$ cat config.mk
export PLATFORM = sky130hd
export DESIGN_NAME = wpc_ctrl
export DESIGN_NICKNAME = d
export VERILOG_FILES = /design/src/wpc_pkg.sv /design/src/wpc_ctrl.sv
export SDC_FILE = /design/constraint.sdc
export NUM_CORES = 1
export LEC_CHECK = 0
export BUFFER_PORTS_ARGS = -buffer_cell sky130_fd_sc_hd__buf_2
export CELL_PAD_IN_SITES_DETAIL_PLACEMENT = 0
export CELL_PAD_IN_SITES_GLOBAL_PLACEMENT = 1
export CORE_ASPECT_RATIO = 0.9
export CORE_MARGIN = 1.5
export CORE_UTILIZATION = 39
export CTS_CLUSTER_SIZE = 40
export DETAILED_ROUTE_END_ITERATION = 8
export HOLD_SLACK_MARGIN = 0.12
export PLACE_DENSITY = 0.81
export SYNTH_ARGS = -nofsm -noshare
export SYNTH_HDL_FRONTEND = slang
export SYNTH_SLANG_ARGS = --single-unit
$ cat constraint.sdc
create_clock -name clk -period 2.8 [get_ports clk]
set_input_delay 0.42 -clock clk [delete_from_list [all_inputs] [get_ports clk]]
set_output_delay 0.42 -clock clk [all_outputs]
set_load 0.02 [all_outputs]
$ cat src/wpc_pkg.sv
// ----------------------------------------------------------------------------
// wpc_pkg
// Shared types, constants and helpers of the waypoint pursuit controller.
// ----------------------------------------------------------------------------
package wpc_pkg;

    localparam int QUEUE_DEPTH = 64;
    localparam int PTR_W       = $clog2(QUEUE_DEPTH);
    localparam int CNT_W       = $clog2(QUEUE_DEPTH + 1);
    localparam int WP_W        = 64;

    localparam int SQRT_STEPS   = 25;
    localparam int CORDIC_STEPS = 16;
    localparam int DIV_STEPS    = 40;
    localparam int STEP_W       = 6;

    localparam logic signed [17:0] PI_Q12      = 18'sd12868;
    localparam logic signed [17:0] TWO_PI_Q12  = 18'sd25736;
    localparam logic signed [17:0] HALF_PI_Q12 = 18'sd6434;
    localparam logic signed [19:0] HALF_PI_Q16 = 20'sd102944;
    localparam logic signed [19:0] CORDIC_GAIN = 20'sd39797;
    localparam logic signed [17:0] SIN_ONE     = 18'sd65536;
    localparam logic [23:0]        VEL_MAX     = 24'd8388607;

    localparam logic OP_PUSH = 1'b0;
    localparam logic OP_ODOM = 1'b1;

    typedef enum logic [1:0] {
        REG_PROP_GAIN  = 2'd0,
        REG_INTEG_GAIN = 2'd1,
        REG_DIST_TOL   = 2'd2,
        REG_ANGLE_TOL  = 2'd3
    } reg_idx_t;

    typedef enum logic [4:0] {
        DP_NOP,
        DP_PUSH,
        DP_LATCH,
        DP_DIFF,
        DP_SQX,
        DP_SQY,
        DP_SQRT,
        DP_CHECK,
        DP_ATAN_INIT,
        DP_ATAN,
        DP_WRAP_INIT,
        DP_WRAP,
        DP_VEL1,
        DP_VEL2,
        DP_SIN_INIT,
        DP_SIN,
        DP_MUL,
        DP_DIV,
        DP_DIV_END,
        DP_LOAD_OUT
    } dp_op_t;

    typedef struct packed {
        dp_op_t op;
    } dp_cmd_t;

    typedef struct packed {
        logic step_last;
        logic queue_empty;
        logic queue_one;
        logic arrived;
        logic wrap_ok;
        logic dist_zero;
    } dp_status_t;

    typedef struct packed {
        logic [15:0] prop_gain;
        logic [15:0] integ_gain;
        logic [15:0] dist_tolerance;
        logic [15:0] angle_tolerance;
    } cfg_t;

    function automatic logic [15:0] cordic_atan(input logic [3:0] i);
        logic [15:0] v;
        case (i)
            4'd0:    v = 16'd51472;
            4'd1:    v = 16'd30386;
            4'd2:    v = 16'd16055;
            4'd3:    v = 16'd8150;
            4'd4:    v = 16'd4091;
            4'd5:    v = 16'd2047;
            4'd6:    v = 16'd1024;
            4'd7:    v = 16'd512;
            4'd8:    v = 16'd256;
            4'd9:    v = 16'd128;
            4'd10:   v = 16'd64;
            4'd11:   v = 16'd32;
            4'd12:   v = 16'd16;
            4'd13:   v = 16'd8;
            4'd14:   v = 16'd4;
            default: v = 16'd2;
        endcase
        return v;
    endfunction

    function automatic logic [PTR_W-1:0] ptr_inc(input logic [PTR_W-1:0] p);
        return (p == PTR_W'(QUEUE_DEPTH - 1)) ? '0 : p + 1'b1;
    endfunction

endpackage

$ cat src/wpc_ctrl.sv
// ----------------------------------------------------------------------------
// wpc_ctrl
// Sequencer: steps the datapath through one odometry sample and owns the
// handshake state of both channels.
// ----------------------------------------------------------------------------
module wpc_ctrl
    import wpc_pkg::*;
(
    input  logic       clk,
    input  logic       rst_n,
    input  logic       in_valid,
    input  logic       op,
    output logic       in_stall,
    output logic       out_valid,
    input  logic       out_stall,
    input  dp_status_t status,
    output dp_cmd_t    cmd
);

    typedef enum logic [4:0] {
        S_IDLE, S_RD, S_SQX, S_SQY, S_SQRT, S_CHK, S_ATI, S_AT, S_WI, S_WR,
        S_V1, S_V2, S_SI, S_SN, S_MU, S_DV, S_DE, S_FIN
    } state_t;

    state_t state_reg, state_next;
    logic   pass1_reg, pass1_next;
    logic   out_valid_reg, out_valid_next;

    always_comb
    begin
        state_next     = state_reg;
        pass1_next     = pass1_reg;
        out_valid_next = out_valid_reg && out_stall;
        cmd.op         = DP_NOP;
        case (state_reg)
            S_IDLE:
            begin
                if (in_valid)
                begin
                    if (op == OP_PUSH)
                    begin
                        cmd.op = DP_PUSH;
                    end
                    else
                    begin
                        cmd.op     = DP_LATCH;
                        pass1_next = 1'b1;
                        state_next = status.queue_empty ? S_FIN : S_RD;
                    end
                end
            end
            S_RD:
            begin
                cmd.op     = DP_DIFF;
                state_next = S_SQX;
            end
            S_SQX:
            begin
                cmd.op     = DP_SQX;
                state_next = S_SQY;
            end
            S_SQY:
            begin
                cmd.op     = DP_SQY;
                state_next = S_SQRT;
            end
            S_SQRT:
            begin
                cmd.op = DP_SQRT;
                if (status.step_last)
                begin
                    state_next = pass1_reg ? S_CHK : S_ATI;
                end
            end
            S_CHK:
            begin
                // a newly exposed front waypoint is not checked again
                cmd.op     = DP_CHECK;
                pass1_next = 1'b0;
                if (status.arrived)
                begin
                    state_next = status.queue_one ? S_FIN : S_RD;
                end
                else
                begin
                    state_next = S_ATI;
                end
            end
            S_ATI:
            begin
                cmd.op     = DP_ATAN_INIT;
                state_next = S_AT;
            end
            S_AT:
            begin
                cmd.op = DP_ATAN;
                if (status.step_last)
                begin
                    state_next = S_WI;
                end
            end
            S_WI:
            begin
                cmd.op     = DP_WRAP_INIT;
                state_next = S_WR;
            end
            S_WR:
            begin
                if (status.wrap_ok)
                begin
                    state_next = S_V1;
                end
                else
                begin
                    cmd.op = DP_WRAP;
                end
            end
            S_V1:
            begin
                cmd.op     = DP_VEL1;
                state_next = S_V2;
            end
            S_V2:
            begin
                cmd.op     = DP_VEL2;
                state_next = status.dist_zero ? S_FIN : S_SI;
            end
            S_SI:
            begin
                cmd.op     = DP_SIN_INIT;
                state_next = S_SN;
            end
            S_SN:
            begin
                cmd.op = DP_SIN;
                if (status.step_last)
                begin
                    state_next = S_MU;
                end
            end
            S_MU:
            begin
                cmd.op     = DP_MUL;
                state_next = S_DV;
            end
            S_DV:
            begin
                cmd.op = DP_DIV;
                if (status.step_last)
                begin
                    state_next = S_DE;
                end
            end
            S_DE:
            begin
                cmd.op     = DP_DIV_END;
                state_next = S_FIN;
            end
            S_FIN:
            begin
                // hold the result until the output register is free
                if (!out_valid_reg || !out_stall)
                begin
                    cmd.op         = DP_LOAD_OUT;
                    out_valid_next = 1'b1;
                    state_next     = S_IDLE;
                end
            end
            default:
            begin
                state_next = S_IDLE;
            end
        endcase
    end

    always_ff @(posedge clk or negedge rst_n)
    begin
        if (!rst_n)
        begin
            state_reg     <= S_IDLE;
            pass1_reg     <= 1'b0;
            out_valid_reg <= 1'b0;
        end
        else
        begin
            state_reg     <= state_next;
            pass1_reg     <= pass1_next;
            out_valid_reg <= out_valid_next;
        end
    end

    assign in_stall  = (state_reg != S_IDLE);
    assign out_valid = out_valid_reg;

endmodule

; ---- Word-level counts from Yosys, hierarchy flattened
; Index checks and enable logic that the tools add are counted.
[totals]
ff_bits = 7
latch_bits = 0
mem_bits_rw = 0
romBits = 0
in_bits = 11
output_inout_bits = 7
elab_cells = 61
mem_count = 0
[op_classes]
n_addsub = 0
mul = 0
div_mod_pow = 0
magnitude_cmp = 0
eq_ne = 25
n_shift = 0
n_mux = 24
n_bitwise = 0
reduce_logical = 9
[op_table]
columns = op, count
row1 = 5-bit one-hot mux with 18 select lines, 2
row2 = 5-bit two-way mux, 13
row3 = 5-bit by 4-bit == test with 1-bit output (second input constant), 8
row4 = 5-bit by 3-bit == test with 1-bit output (second input constant), 4
row5 = 2-bit != test (second input constant), 8
row6 = 5-bit by 2-bit == test with 1-bit output (second input constant), 2
row7 = 5-bit == test (second input constant), 2
row8 = 8-bit AND reduction, 1
row9 = 2-bit two-way mux, 3
row10 = 5-bit by 1-bit == test with 1-bit output (second input constant), 1
row11 = 5-bit zero test, 1
row12 = 5-bit nonzero test, 1
row13 = 1-bit two-way mux, 4
row14 = 4-bit two-way mux, 1
row15 = 3-bit AND reduction, 1
row16 = 1-bit zero test, 2
row17 = 1-bit one-hot mux with 2 select lines, 1
row18 = 2-bit nonzero test, 1
row19 = 1-bit logical AND, 1
row20 = 1-bit logical OR, 1

; ---- Longest topological paths before layout
[logic_depth]
ltp_word = 4
depth_mapped = 6
mapped_depth_nobuf = 5

; ---- Worst setup path before layout
; No wires, ideal clock.
[synth_timing]
kind = flip-flop to output port
start = reg state_reg[2]
end = out cmd[0] (netlist bit)
arrival_ns = 1.636
required_ns = 2.380
slack_ns = 0.744
path_stages_with_launch = 7
path_buffers = 1
cell_sequence = dfrtp_1 or3_1 buf_2 nor3_2 inv_1 o32ai_1 a31o_2
[synth_rtl]
columns = item, line
row1 = "start, declared", wpc_ctrl.sv:25  ; state_t state_reg, state_next;
row2 = "start signal, assigned", wpc_ctrl.sv:186  ; state_reg <= state_next;
row3 = "end, declared", wpc_ctrl.sv:17  ; output dp_cmd_t cmd

==> flow_metrics.env <==
export IMPL_outcome="complete, no violations"
export IMPL_wl_um=1700
export IMPL_fin_ws_ns=0.441
export IMPL_drt_first_pass_iters=4
export IMPL_largest_register_ffs=5
export IMPL_finalSetupViolations=0
export IMPL_synth_cell_types=39
export IMPL_dp_hpwl_um=1280
export IMPL_area_growth_pct=20.6
export IMPL_drv_cap=0
export IMPL_clock_sinks=7
export IMPL_clk_path_buf_depth=2
export IMPL_grt_usage_pct=19.4
export IMPL_io_buffers=17
export IMPL_grt_pass1_wl_um=2860
export IMPL_rsz0062_at_grt="false"
export IMPL_fin_worst_skew_ns=0.0105
export IMPL_routedWlPerCell_um=13.7
export IMPL_clkPwrFrac_pct=8.8
export IMPL_viasPerCell=5.66
export IMPL_place_ws_ns=0.725
export IMPL_critPathMaxStageDelay_ns=0.50
export IMPL_seq_power_share_pct=21.1
export IMPL_netlist_instances=82
export IMPL_core_sq_um=1650
export IMPL_antenna_found_initial=0
export IMPL_clk_pin_slew_ns=0.06
export IMPL_die_w_um=46.9
export IMPL_cp_end_kind="primary output"
export IMPL_cts_htree_levels=1
export IMPL_cp_start_kind="flip-flop"
export IMPL_reg2reg_slack_ns=0.86
export IMPL_cts_tree="yes"
export IMPL_finalHoldViolCount=0
export IMPL_grt_max_degree=18
export IMPL_worstMarginPinSlew_ns=0.556
export IMPL_syn_num_nets=93
export IMPL_min_path_cells=3
export IMPL_synth_largest_area_cell="dfrtp_1"
export IMPL_initial_core_util_pct=41.0
export IMPL_post_cts_buffers=0
export IMPL_syn_area_sq_um=676
export IMPL_post_route_util_pct=49.5
export IMPL_yosys_area_top_type_share_pct=25.9
export IMPL_ys_async_sr_fraction_pct=100
export IMPL_power_per_cell_area_nw_per_um2=1290
export IMPL_synth_enable_flop_cells=0
export IMPL_power_share_switching_pct=50.8
export IMPL_crit_arrival_ns=1.94
export IMPL_max_freq_ghz=0.424
export IMPL_cp_required_ns=2.38
export IMPL_fin_crit_ns=2.36
export IMPL_ant_nets=0
export IMPL_critPathSlowestCell="or3_1"
export IMPL_power_internal_uw=516
export IMPL_post_route_period_util_pct=84.3
export IMPL_crit_fanout=7
export IMPL_drv_slew=0
export IMPL_first_global_vias=651
export IMPL_n_antenna_cell=0
export IMPL_grt_overflow_total=0
export IMPL_slew_headroom_pct=62.9
export IMPL_clkLatencyLatePin_ns=0.25
export IMPL_synth_seq_cells=7
export IMPL_power_switching_uw=532
export IMPL_leakagePower_nw=0.355
export IMPL_hold_path_class="in -> reg"
export IMPL_yosys_top_cells_area="dfrtp_1 26%, nand2b_1 4.6%, o211ai_1 4.4%"
export IMPL_vias=702
export IMPL_die_area_sq_um=1990
export IMPL_ys_seq_area_share_pct=25.9
export IMPL_die_y_um=42.5
export IMPL_drt_iter0_drc=38
export IMPL_synth_avg_cell_area_sq_um=8.24
export IMPL_ir_drop_uv=648
export IMPL_ys_flop_type="dfrtp_1"
export IMPL_ys_warnings_count=0
export IMPL_root_buffer="clkbuf_4"
export IMPL_ios=18
export IMPL_crit_chain="or3_1 > nor3_2 > inv_1 > o32ai_1 > a31o_2 > buf_2"
export IMPL_setup_tns_ns=0
export IMPL_remaining_drc_errors=0
export IMPL_gp_congestion=0.829
export IMPL_worstSetupPathType="reg -> out"
export IMPL_fin_nets=112
export IMPL_drive_gt1_share_pct=31.0
export IMPL_cts_buffers=3
export IMPL_synth_common_cells="7 x dfrtp_1, 7 x nand2_1, 6 x inv_1, 6 x nor2_1"
export IMPL_rr_worst_depth=4
export IMPL_combinationalPowerShare_pct=70.2
export IMPL_core_rowCount=14
[metrics by stage]
| stage | cells | instance area (sq um) | hold WS (ns) | total power, mW |
|---|---|---|---|---|
| global route | 124 | 815 | 0.493 | 1.13 |
| CTS | 124 | 815 | 0.444 | 1.04 |
| detailed placement | 119 | 778 | 0.260 | 0.951 |
| global placement | 119 | 778 | 0.259 | 0.952 |
| finish | 124 | 815 | 0.442 | 1.05 |
| floorplan | 82 | 676 | 0.124 | 0.785 |
[power by group through the flow]
stage / clock network, mW / registers, mW / logic [mW]
after floorplan: 0 / 0.183 / 0.601
after global placement: 0 / 0.219 / 0.732
after detailed placement: 0 / 0.220 / 0.731
after CTS: 0.0901 / 0.219 / 0.735
after global routing: 0.0972 / 0.229 / 0.805
final: 0.0917 / 0.221 / 0.735
[layout make-up]
class	count	area [sq um]
clock buffers	4	26.3
repair buffers	21	118
inverters	6	22.5
multi-input cells	62	443
well taps	24	30.0
fillers	187	832
flip-flops and latches	7	175
[routing by layer]
layer,GRT usage (%),share of wire (%),vias up
met3,2.59,5.4,0
li1,-,-,342
met4,5.00,0,0
met2,29.0,47,22
met5,0,0,-
met1,28.8,48,338
[final timing paths]
path,start,end
max in group asynchronous,rst_n,out_valid
min in group asynchronous,rst_n,state_reg[1]
min reg2reg,out_valid,out_valid
max,state_reg[2],cmd[0]
max reg2reg,state_reg[0],state_reg[0]
min,out_stall,out_valid
[cells by family (layout without fill, tap and decap cells)]
logic type,Yosys count,after routing,synth area share [%]
and+or+nand+nor,30,30,25.2
AOI/OAI and AO/OA,28,28,33.9
buffers and inverters,13,31,8.52
DFF,7,7,25.9
muxes,3,3,5.18
xor gates and xnor gates,1,1,1.30
[timing repair]
item                      4_1_cts  5_1_grt
hold endpoints to repair        7        0
hold buffers                    1        0
resized for setup               0        0
[critical path: cells and delay by family (launching register included)]
family                 cells  cell delay (ns)
AND/OR/NAND/NOR            2             0.70
flip-flops                 1             0.37
AO/OA/AOI/OAI              2             0.37
buffers and inverters      2             0.25
[cells in the final DEF (no fill, tap or decap), types with 2 or more instances in the layout]
master    count
buf_2        17
nand2_1       7
dfrtp_1       7
inv_1         6
nor2_1        6
nand2b_1      5
o211ai_1      4
nand3_1       3
a21oi_1       3
o32ai_1       3
clkbuf_4      3
buf_4         3
or3_1         2
o22ai_1       2
o21ai_0       2
mux2i_1       2
No activity file was read; power rests on OpenSTA's default activity.
